$ cat config.mk
export PLATFORM = sky130hd
export DESIGN_NAME = gvd_round
export DESIGN_NICKNAME = d
export VERILOG_FILES = /design/src/design/grid_vertex_dedup_table_macros.svh /design/src/design/gvd_pkg.sv /design/src/design/gvd_round.sv
export SDC_FILE = /design/constraint.sdc
export NUM_CORES = 1
export LEC_CHECK = 0
export BUFFER_PORTS_ARGS = -buffer_cell sky130_fd_sc_hd__clkbuf_2
export CAP_MARGIN = 5
export CORE_UTILIZATION = 38
export DETAILED_ROUTE_END_ITERATION = 12
export PLACE_DENSITY = 0.81
export SYNTH_ARGS = -nofsm -noshare
export SYNTH_HDL_FRONTEND = slang
export SYNTH_SLANG_ARGS = --single-unit
$ cat constraint.sdc
create_clock -name vclk -period 1.6
set_input_delay 0.08 -clock vclk [all_inputs]
set_output_delay 0.08 -clock vclk [all_outputs]
set_load 0.05 [all_outputs]
$ cat src/design/grid_vertex_dedup_table_macros.svh
// ------------------------------------------------------------------
// grid vertex dedup table assertion macros
// shared property wrappers, clocked on clk, disabled in reset
// ------------------------------------------------------------------
`ifndef GRID_VERTEX_DEDUP_TABLE_MACROS_SVH
`define GRID_VERTEX_DEDUP_TABLE_MACROS_SVH

// same-cycle implication
`define GVD_ASSERT_IMP(label, ante, cons) \
	label: assert property (@(posedge clk) disable iff (!arst_n) (ante) |-> (cons)) \
		else $error("gvd assertion failed");

// next-cycle implication
`define GVD_ASSERT_NEXT(label, ante, cons) \
	label: assert property (@(posedge clk) disable iff (!arst_n) (ante) |=> (cons)) \
		else $error("gvd assertion failed");

`endif

$ cat src/design/gvd_pkg.sv
// ------------------------------------------------------------------
// gvd_pkg
// types and constants of the grid vertex dedup table
// ------------------------------------------------------------------
`default_nettype none

package gvd_pkg;

	localparam int CAPACITY  = 256;
	localparam int FRAC_BITS = 8;

	localparam int COORD_W = 40;
	localparam int VAL_W   = 32;
	localparam int IDX_W   = $clog2(CAPACITY);
	localparam int CNT_W   = $clog2(CAPACITY + 1);
	localparam int VI_W    = 8;
	localparam int EC_W    = 9;

	// rounding bias, half away from zero
	localparam int HALF     = (1 << FRAC_BITS) >> 1;
	localparam int HALF_NEG = (HALF == 0) ? 0 : HALF - 1;

	typedef enum logic [1:0] {
		ST_FOUND = 2'd0,
		ST_ADDED = 2'd1,
		ST_FULL  = 2'd2,
		ST_RANGE = 2'd3
	} status_t;

	typedef enum logic [2:0] {
		S_IDLE = 3'b001,
		S_CMP  = 3'b010,
		S_RES  = 3'b100
	} state_t;

	typedef struct packed {
		logic                      restart;
		logic signed [COORD_W-1:0] coord_x;
		logic signed [COORD_W-1:0] coord_y;
		logic signed [COORD_W-1:0] coord_z;
	} point_t;

	typedef struct packed {
		logic [VI_W-1:0] vert_idx;
		status_t         status;
		logic [EC_W-1:0] entry_count;
	} result_t;

	typedef struct packed {
		logic [VAL_W-1:0] x;
		logic [VAL_W-1:0] y;
		logic [VAL_W-1:0] z;
	} vert_t;

	typedef struct packed {
		logic             en;
		logic [IDX_W-1:0] addr;
		vert_t            key;
	} wr_t;

endpackage

`default_nettype wire

$ cat src/design/gvd_round.sv
// ------------------------------------------------------------------
// gvd_round
// rounds one fixed-point coordinate to an integer, checks 32-bit fit
// ------------------------------------------------------------------
`default_nettype none

module gvd_round (
	input  logic signed [gvd_pkg::COORD_W-1:0] coord,
	output logic        [gvd_pkg::VAL_W-1:0]   value,
	output logic                               fits
);
	import gvd_pkg::*;

	localparam int SUM_W = COORD_W + 1;

	logic signed [SUM_W-1:0] bias;
	logic signed [SUM_W-1:0] sum;
	logic signed [SUM_W-1:0] shr;

	// negative values take half minus one so the floor shift rounds away from zero
	always_comb begin
		bias = coord[COORD_W-1] ? SUM_W'(HALF_NEG) : SUM_W'(HALF);
		sum  = $signed({coord[COORD_W-1], coord}) + bias;
		shr  = sum >>> FRAC_BITS;
	end

	assign value = shr[VAL_W-1:0];
	assign fits  = (shr[SUM_W-1:VAL_W-1] == '0) || (shr[SUM_W-1:VAL_W-1] == '1);

endmodule

`default_nettype wire

==> results of run 1 <==
Yosys cell counts, types with 2 or more instances:
cell | count | area [µm²]
nor3_1 | 5 | 25.0
xnor2_1 | 25 | 219
a21o_1 | 3 | 22.5
ha_1 | 7 | 87.6
o21ai_0 | 2 | 10.0
xor2_1 | 6 | 52.6
nand3_1 | 10 | 50.1
a21oi_1 | 3 | 15.0
and3_2 | 3 | 22.5
and3_1 | 7 | 43.8
a211oi_2 | 2 | 25.0
inv_1 | 4 | 15.0
and4_2 | 2 | 20.0
and4_1 | 6 | 52.6
nor2_1 | 3 | 11.3
nand2_1 | 8 | 30.0
nand4_1 | 9 | 56.3
logic make-up after synthesis:
family                     share of synthesized area, %
AOI/OAI and AO/OA                                  13.0
xor gates and xnor gates                           28.9
adders and majority gates                          9.32
buffers and inverters                              7.19
and+or+nand+nor                                    41.5
metrics by stage:
stage | cells | setup WS (ps) | instance area, µm²
3_3_place_gp | 259 | -514 | 2410
2_1_floorplan | 122 | -113 | 1670
==> results.toml, run 1 <==
[placement]
place.gp.congestion = 0.783
io_buffers = 73

[logic_synthesis]
netlist_instances = 122
synth_nets = 169
synth.distinct_cells = 34
syn_area_um2 = 940
syn_avg_cell_area_um2 = 7.70
synth-warning-count = 0
ys_seq_area_share_pct = 0

[floorplanning]
ios = 73
die_y_um = 51.7
die_width_um = 51.7
rows = 17
start_util_pct = 41.3

[status]
status = "did not finish"
haltStage = "3_5_place_dp"
tool.error = "[ERROR DPL-0038] Utilization greater than 100%, impossible to legalize"
==> run 2: changes to the inputs <==
--- a/config.mk
+++ b/config.mk
@@ -7,9 +7,10 @@
 export LEC_CHECK = 0
 export BUFFER_PORTS_ARGS = -buffer_cell sky130_fd_sc_hd__clkbuf_2
 export CAP_MARGIN = 5
-export CORE_UTILIZATION = 38
+export CORE_AREA = 2 2 63 65
 export DETAILED_ROUTE_END_ITERATION = 12
-export PLACE_DENSITY = 0.81
+export DIE_AREA = 0 0 65 67
+export PLACE_DENSITY_LB_ADDON = 0.15
 export SYNTH_ARGS = -nofsm -noshare
 export SYNTH_HDL_FRONTEND = slang
 export SYNTH_SLANG_ARGS = --single-unit
==> constraint.sdc (replaced) <==
create_clock -name vclk -period 2.08
set_input_delay 0.104 -clock vclk [all_inputs]
set_output_delay 0.104 -clock vclk [all_outputs]
set_load 0.05 [all_outputs]
==> results.toml, run 2 <==
[grt]
grt-ovfl-total = 0
grt_usage_pct = 14.1
antenna_found_initial = 0
grt_max_degree = 21
grt_pass1_vias = 1190
grt_pass1_wl_um = 5060

[detailed_routing]
drt-wirelength-per-cell_um = 12.6
drt-initial-drc-count = 35
via_per_inst = 4.88
drt_wl_total_um = 3220
drc = 0
via_count = 1245
first_pass_iters = 4
antenna_left = 0

[worst_setup_path]
worst-setup-path-type = "in2out"
critPathMaxStageDelay_ps = 340
cpMaxStageDelayCell = "a21oi_4"
start_kind = "primary input"
critical_path.max_fanout = 8
path_buf_inv = 3
cp_top_family = "compound AO/OA/AOI/OAI gates"
end_kind = "output port"
path_cells = "buf_12 -> ha_4 -> and4_4 -> o211ai_1 -> a21oi_4 -> clkbuf_16 -> nand4_1 -> xnor2_2 -> buf_8"
required_ps = 1980
crit_arrival_ps = 1940

[final_layout]
area.sequential_um2 = 0
nFillCells = 341
antenna_cells = 0
syn2layout_area_growth_pct = 109
drive_above_1_share_pct = 67.6
mostFrequentLayoutCell = "clkbuf_2"
fin_nets = 256
layout_common_cells = "clkbuf_2, xnor2_2, buf_4"
utilization_pct = 54.4
seq_cell_count = 0
clkbuf_count = 0

[placement]
place.gp.congestion = 0.764
preCtsSetupSlack_ps = -118
hpwl_um = 2530
io_buffers = 73

[logic_synthesis]
ys_seq_area_share_pct = 0
synth-xor-area-share_pct = 28.9
yosysTopAreaCell = "xnor2_1"
syn_area_um2 = 940
muxShareOfSynthArea_pct = 0
synthSimpleGateAreaFrac_pct = 41.5
synth_common_cells = "xnor2_1, nand3_1, nand4_1"
synth_compound_area_share_pct = 13.0
post-synth-top-count-cell = "xnor2_1"
synth_top_family_by_area = "simple AND/OR/NAND/NOR gates"
syn_avg_cell_area_um2 = 7.70
synth-warning-count = 0
synth.distinct_cells = 34
synth_nets = 169
synth_top_area_share_pct = 23.3
netlist_top_cells_area = "xnor2_1, ha_1, nand4_1"
synth_adder_area_share_pct = 9.32
netlist_instances = 122

[timing]
setup_viol_count_final = 0
final.period_utilization_pct = 98.2
slew_violations = 0
maxSlewHeadroom_pct = 70.3
holdWs_ps = 552
layout_min_cycle_time_ps = 2040
hold_viol_final = 0
setup_ws_ps = 37.3
rsz0062_at_grt = "yes"
max_freq_ghz = 0.490
worst_pin_slew_ps = 444

[floorplanning]
die_y_um = 67
ios = 73
start_util_pct = 26.1
die_area_um2 = 4360
core-area_um2 = 3610
die_width_um = 65
rows = 22

[pwr]
p_leak_nw = 0.956
irDropWorstVdd_mv = 0.0914
powerDensity_nw_per_um2 = 234

[status]
status = "completed"

[flow_run]
cap_violations = 0

[hold_path]
hold_path_class = "in2out"
[run 2: cell counts after synthesis]
No cell type changed its count.
[run 2: stage by stage]
| stage | area, µm² | power, W | cells | TNS, ps |
|---|---|---|---|---|
| 6_report | 1960 | 0.000459 | 255 | 0 |
| 5_1_grt | 1960 | 0.000489 | 255 | -422 |
| 4_1_cts | 1790 | 0.000425 | 250 | -12.5 |
| 3_5_place_dp | 1690 | 0.000404 | 249 | -1510 |
| 3_3_place_gp | 1690 | 0.000398 | 249 | -637 |
| 2_1_floorplan | 1140 | 0.000252 | 122 | 0 |
[run 2: worst paths after layout]
path | from | endpoint | depth (start not counted)
worst max-delay path | coord[39] | value[20] | 9
worst min-delay path | coord[29] | value[21] | 3
[run 2: logic make-up after synthesis]
family | after synthesis
adder cells (fa/ha/maj) | 7
AO/OA/AOI/OAI | 16
XOR/XNOR | 31
AND/OR/NAND/NOR | 59
buffers and inverters | 9
[run 2: repair_timing]
action                                  in CTS  in global routing
cloned                                       0                  3
endpoints found under the setup margin      27                 32
pin swaps                                    1                  8
gates resized for setup                     27                 31
hold buffers                                 0                  0
setup buffers                                1                  2
[run 2: layer usage]
metal	part of all wire, %	vias up	global-route usage (%)	routed length (µm)
li1	-	628	-	-
met1	41	570	16.9	1320
met2	53	47	28.9	1710
met3	6.1	0	0.676	198
met4	0	0	0	0
met5	0	-	0	0
[run 2: where the power goes]
part	leakage (nW)	internal, W	switching [W]
sequential	0	0	0
combinational	0.956	0.000189	0.000270
clock	0	0	0
[run 2: layout make-up]
| type | instances | area, µm² | share of cell area [%] |
|---|---|---|---|
| Timing Repair Buffer | 90 | 714 | 36.4 |
| Tap cell | 48 | 60.1 | 3.06 |
| Inverter | 4 | 15.0 | 0.765 |
| Multi-Input combinational cell | 113 | 1170 | 59.8 |
Note: power is estimated with default switching activity, not from simulation.
