`config.mk`:
```
export PLATFORM = sky130hd
export DESIGN_NAME = gvd_cell
export DESIGN_NICKNAME = d
export VERILOG_FILES = /design/src/design/grid_vertex_dedup_table_macros.svh /design/src/design/gvd_pkg.sv /design/src/design/gvd_cell.sv
export SDC_FILE = /design/constraint.sdc
export NUM_CORES = 1
export LEC_CHECK = 0
export BUFFER_PORTS_ARGS = -buffer_cell sky130_fd_sc_hd__clkbuf_2
export CELL_PAD_IN_SITES_DETAIL_PLACEMENT = 0
export CELL_PAD_IN_SITES_GLOBAL_PLACEMENT = 1
export CORE_ASPECT_RATIO = 2
export CORE_MARGIN = 2
export CORE_UTILIZATION = 32
export CTS_CLUSTER_SIZE = 25
export DETAILED_ROUTE_END_ITERATION = 10
export GPL_TIMING_DRIVEN = 0
export HOLD_SLACK_MARGIN = 0.02
export PLACE_DENSITY = 0.85
export SYNTH_ARGS = -nofsm -noshare
export SYNTH_HDL_FRONTEND = slang
export SYNTH_SLANG_ARGS = --single-unit
```
`constraint.sdc`:
```
create_clock -name clk -period 3.7 [get_ports clk]
set_input_delay 0.37 -clock clk [delete_from_list [all_inputs] [get_ports clk]]
set_output_delay 0.37 -clock clk [all_outputs]
set_load 0.1 [all_outputs]
```
`src/design/grid_vertex_dedup_table_macros.svh`:
```
// ------------------------------------------------------------------
// grid vertex dedup table assertion macros
// shared property wrappers, clocked on clk, disabled in reset
// ------------------------------------------------------------------
`ifndef GRID_VERTEX_DEDUP_TABLE_MACROS_SVH
`define GRID_VERTEX_DEDUP_TABLE_MACROS_SVH

// same-cycle implication
`define GVD_ASSERT_IMP(label, ante, cons) \
	label: assert property (@(posedge clk) disable iff (!arst_n) (ante) |-> (cons)) \
		else $error("gvd assertion failed");

// next-cycle implication
`define GVD_ASSERT_NEXT(label, ante, cons) \
	label: assert property (@(posedge clk) disable iff (!arst_n) (ante) |=> (cons)) \
		else $error("gvd assertion failed");

`endif

```
`src/design/gvd_pkg.sv`:
```
// ------------------------------------------------------------------
// gvd_pkg
// types and constants of the grid vertex dedup table
// ------------------------------------------------------------------
`default_nettype none

package gvd_pkg;

	localparam int CAPACITY  = 256;
	localparam int FRAC_BITS = 8;

	localparam int COORD_W = 40;
	localparam int VAL_W   = 32;
	localparam int IDX_W   = $clog2(CAPACITY);
	localparam int CNT_W   = $clog2(CAPACITY + 1);
	localparam int VI_W    = 8;
	localparam int EC_W    = 9;

	// rounding bias, half away from zero
	localparam int HALF     = (1 << FRAC_BITS) >> 1;
	localparam int HALF_NEG = (HALF == 0) ? 0 : HALF - 1;

	typedef enum logic [1:0] {
		ST_FOUND = 2'd0,
		ST_ADDED = 2'd1,
		ST_FULL  = 2'd2,
		ST_RANGE = 2'd3
	} status_t;

	typedef enum logic [2:0] {
		S_IDLE = 3'b001,
		S_CMP  = 3'b010,
		S_RES  = 3'b100
	} state_t;

	typedef struct packed {
		logic                      restart;
		logic signed [COORD_W-1:0] coord_x;
		logic signed [COORD_W-1:0] coord_y;
		logic signed [COORD_W-1:0] coord_z;
	} point_t;

	typedef struct packed {
		logic [VI_W-1:0] vert_idx;
		status_t         status;
		logic [EC_W-1:0] entry_count;
	} result_t;

	typedef struct packed {
		logic [VAL_W-1:0] x;
		logic [VAL_W-1:0] y;
		logic [VAL_W-1:0] z;
	} vert_t;

	typedef struct packed {
		logic             en;
		logic [IDX_W-1:0] addr;
		vert_t            key;
	} wr_t;

endpackage

`default_nettype wire

```
`src/design/gvd_cell.sv`:
```
// ------------------------------------------------------------------
// gvd_cell
// one table slot: holds a vertex, compares it against the search key
// ------------------------------------------------------------------
`default_nettype none

module gvd_cell (
	input  logic                        clk,
	input  logic [gvd_pkg::IDX_W-1:0]   cell_idx,
	input  logic [gvd_pkg::CNT_W-1:0]   live_cnt,
	input  gvd_pkg::vert_t              key,
	input  gvd_pkg::wr_t                wr,
	output logic                        hit_s1
);
	import gvd_pkg::*;

	vert_t vert_q;
	logic  live;
	logic  hit_c;

	// only slots below the fill count take part in a search
	assign live  = CNT_W'(cell_idx) < live_cnt;
	assign hit_c = live && (vert_q == key);

	always_ff @(posedge clk) begin
		if (wr.en && (wr.addr == cell_idx)) begin
			vert_q <= wr.key;
		end
		hit_s1 <= hit_c;
	end

endmodule

`default_nettype wire

```
# --- Yosys cells after proc, flatten, opt, wreduce, memory -nomap -nowiden ---
# Index checks and enable logic that the tools add are counted.
word_totals:
  reg_bits: 97
  inputBits: 219
  out_inout_bits: 1
  elab_cells: 9
classes:
  n_lt_le_gt_ge: 1
  n_eq_ne: 2
  reduce_logical: 2
op_table:
  columns: ["operator", "count"]
  rows:
  - ["equality test 96 bit", 1]
  - ["< comparator 8 x 9 -> 1 bit", 1]
  - ["equality test 8 bit", 1]
  - ["logical AND 1 bit", 2]

# --- Longest topological paths before layout ---
depth:
  depth_word: 2
  mapped_depth: 7
  mapped_depth_nobuf: 7

# --- Worst setup path after synthesis ---
# OpenSTA, ideal clock, no wires.
synth_timing:
  path_type: "input to register"
  startpoint: "input wr[97] in the netlist's numbering"
  endpoint: "register vert_q[0] in the netlist's numbering, enable pin"
  setup_time_ns: 0.466
  arrival_ns: 3.053
  slack_ns: 0.181
  stages: 3
  path_buffers: 0
  cell_sequence: "xor2_1 nor4_1 and3_1"
synth_via:
  elab_chain_cells: 2
synth_lines:
  columns: ["element", "line_no", "source"]
  rows:
  - ["start, declared", "gvd_cell.sv:12", "input gvd_pkg::wr_t wr,"]
  - ["equality test 8 bit", "gvd_cell.sv:26", "if (wr.en && (wr.addr == cell_idx)) begin"]
  - ["logical AND 1 bit", "gvd_cell.sv:26", null]
  - ["end signal, assigned", "gvd_cell.sv:27", "vert_q <= wr.key;"]
  - ["end, declared", "gvd_cell.sv:17", "vert_t vert_q;"]
# Every way passes these cells.
# A chain may end at the register's enable or synchronous reset.

# --- Final worst setup path ---
layout_timing:
  startpoint: "input wr[101] in the netlist's numbering"
  endpoint: "register vert_q[49] in the netlist's numbering, enable pin"
# Same word-level chain as after synthesis.

==> results.txt <==
The flow ran to the end, and the final reports show no timing, DRC or antenna violations. After layout, the worst path uses 54.7% of the clock period. The area share of the largest cell type after synthesis came out at 65.9%. The number of buffers added to fix hold violations after cts is 0.

The worst-case register-to-register setup slack is 2060 ps. The worst-skew pair later-pin latency came out at 340 ps. The endpoint identified for the worst register-to-register timing path is hit_s1$_DFF_P_. The logic depth of the worst register-to-register path is 5. The adder-cell share of the synthesized area is 2.00%. The worst setup path is captured at a flop. The synthesized netlist devotes 4.40% of its cell area to compound gates. The clock root buffer is clkbuf_16. For this block, the routed nets add up to 11100 µm of wire.

The share of synthesized area spent on multiplexers came out at 0%. The largest buffer count on any clock path came out at 2. Prior to clock tree synthesis, the placed netlist has a worst setup slack of 1290 ps. The unique cell type count in the Yosys netlist is 34. For this run, design rule violations remaining after detail routing come to 0. The H-tree generated during clock tree synthesis spans 3 levels. In this run, synthesis produced a sequential element count of 97. Before antenna repair, the detailed router went through 4 iterations.

After detailed routing, the average wire length per cell comes to 16.1 µm. After synthesis the cells add up to 4380 µm². The final estimated routing congestion in global placement came out at 0.837. The share of synthesized cell area in and, or, nand and nor gates came out at 9.09%. The number of cells produced by synthesis is 295.

The xor and xnor area share after synthesis came out at 15.4%. STA puts the critical path data arrival time at 2030 ps. After synthesis, the cell types taking the most area are edfxtp_1 66%, xnor2_1 12%, xor2_1 3.0%.

The final-report hold violation count came out at 0. The final setup skew is 7.54 ps. The number of nets in the synthesized netlist came out at 521. After detailed routing, the number of vias per cell comes to 4.56. The most critical setup path has its endpoint at vert_q[49]$_DFFE_PP_. The startpoint identified for the worst register-to-register timing path is vert_q[68]$_DFFE_PP_. The relative slew slack came out at 61.1%. The floorplan core area came out at 13400 µm². The number of antenna diodes in the final layout is 0.

Entering global routing, the biggest net connects 58 pins. The worst setup path is launched from an input port. Walking the worst path, the cells encountered are clkbuf_2, xnor2_1, nand4_1, nor4_1, and3_4, buf_16. Max-cap violations in this run came to 0.

The final standard cell utilization of the core is 44.6%. Yosys printed 0 warnings. Final hold analysis gives a worst-case slack of 203 ps. The number of I/O pins is 220.

The via count of the first global-routing pass was 3419. The required arrival time at the worst endpoint came out at 3710 ps. The full die area is 14700 µm². The least setup slack across all paths after layout is 1670 ps. The final layout contains 752 nets. The largest vdd supply drop came out at 0.000367 V. Of all cell types, the one taking the most synthesized area is edfxtp_1. The largest single stage delay on the critical path is 630 ps.

Among all stages on the critical path, the largest delay is contributed by and3_4. The initial antenna violation count came out at 0. The area growth from synthesis to layout is 37.0%. Across every metal layer, demand over resource in global routing totals 15.0%. The die span in x came out at 86.7 µm. The power per cell area came out at 391 nW/µm². Adding up every negative setup slack in the final design gives 0 ps. The post-CTS setup buffer count is 0. The die height is 169 µm. The number of max-slew violations in the final report came to 0.

TritonCTS built the clock tree. Setup repair after global routing left no endpoint under its margin. For this run, the top clock speed supported by timing is 0.494 GHz. Clock-pin slew was measured on the worst setup and hold paths at 70 ps. The min-delay analysis places its worst path in the category in2reg. The TritonCTS sink count is 97. Of all nets on the critical path, the largest fanout is 57.

The final number of setup-violating endpoints came out at 0. After synthesis, the largest family of logic cells by area is XOR/XNOR gates. The initial standard-cell utilization of the core came out at 32.6%. The global-route wire length before repair came out at 16300 µm. The routed design could run at a clock period as short as 2030 ps. The synthesized area divided by synthesized cell count came out at 14.8 µm².

The total grt overflow is 0. The transition at the pin with the smallest max-transition slack is 583 ps. The half-perimeter wire length of the detailed placement result came out at 9400 µm. Tracing the worst setup path back leads to its startpoint at wr[101].

Once the clock tree was built, the resizer swapped 0 gates to a different size. The share of post-route cells with drive strength above 1 came out at 45.8%. The count of buffers added on input and output ports is 219.

The vias after detailed routing is 3127. Clock tree synthesis inserted a total of 9 buffers. The number of placement rows is 60. The number of DRC violations after detailed-routing iteration 0 came out at 148.

The analysis attributes to cell leakage a power of 2.48 nW. The number of routed nets with antenna violations is 0. For this run, the register share of the synthesized area comes to 66.3%. The setup path with the least slack is of type in2reg.
per-stage QoR:
stage,instance area [µm²],std cells,total power [mW]
global placement,5670,669,1.45
floorplan,4380,295,1.31
CTS,5990,686,2.37
global route,5990,686,2.42
finish,5990,686,2.34
detailed placement,5700,670,1.45
cell type report:
| cell class | instances | area (µm²) |
|---|---|---|
| multi-input combinational | 166 | 1360 |
| clock inverter | 7 | 70.1 |
| timing repair buffer | 220 | 1120 |
| clock buffer | 9 | 225 |
| tap | 155 | 194 |
| sequential | 97 | 2900 |
| inverter | 32 | 120 |
| fill | 1241 | 7440 |
placed cells by master (no fill, tap or decap), drive strengths merged, types with 5 or more instances in the layout:
cell / count
nand4: 18
xor2: 15
clkinv: 6
nand2b: 15
clkbuf: 228
o22ai: 7
nor4: 11
o2111ai: 5
ha: 7
xnor2: 62
edfxtp: 96
inv: 32
how the worst min path moves through the flow:
| stage | start | endpoint | depth (start not counted) |
|---|---|---|---|
| 4_1_cts | wr[16] | vert_q[16]$_DFFE_PP_ | 1 |
| 3_5_place_dp | wr[16] | vert_q[16]$_DFFE_PP_ | 1 |
| 6_report | wr[39] | vert_q[39]$_DFFE_PP_ | 1 |
| 5_1_grt | wr[18] | vert_q[18]$_DFFE_PP_ | 1 |
| 3_3_place_gp | wr[83] | vert_q[83]$_DFFE_PP_ | 1 |
| 2_1_floorplan | wr[0] | vert_q[0]$_DFFE_PP_ | 0 |
metal layers:
metal | GRT usage (%) | up-vias | wire (µm)
li1 | - | 1555 | -
met1 | 15.0 | 1412 | 3700
met2 | 27.3 | 137 | 6160
met3 | 4.38 | 23 | 803
met4 | 7.88 | 0 | 411
met5 | 0 | - | 0
synth_stat cells:
cell type and count:
xnor2_1 62, nand2b_1 15, a222oi_1 1, a22o_1 3, nand2_1 1, nor2b_1 2, nor2_1 1, nor4b_1 1
nor3b_1 1, clkinv_1 1, edfxtp_1 96, nand4b_1 1, inv_2 2, a211oi_1 1, nand3_1 2, a221o_1 1
dfxtp_1 1, ha_1 7, o2111ai_1 5, o221ai_1 2, xor2_1 15, nor4_2 2, and3_1 1, nor4_4 1
nand4_1 18, inv_1 29, nor2b_4 1, nor3_1 1, o22ai_1 7, a22oi_1 1, nor4b_2 1, nor4_1 8
a21oi_1 3, a2111o_1 1
worst max-delay path, delay by kind of cell:
kind,cells,cell delay (ps)
buf+inv,2,420
xor+xnor,1,200
simple gates,3,990
state kept, by name, indices dropped and copies added (netlist names):
signal / cells
hit_s1: 1
vert_q: 96
logic make-up (layout without fill, tap and decap cells):
kind of cell / after synthesis / count (layout)
xor gates and xnor gates: 77 / 77
and+or+nand+nor: 57 / 57
buffers and inverters: 32 / 268
AOI/OAI and AO/OA: 25 / 25
DFF: 97 / 97
adders and majority gates: 7 / 7
power by group:
group,internal [mW],switching [mW]
clock,0.524,0.393
combinational,0.131,0.0824
sequential,1.21,0.00173
total,1.87,0.477
Note: power is estimated with default switching activity, not from simulation.
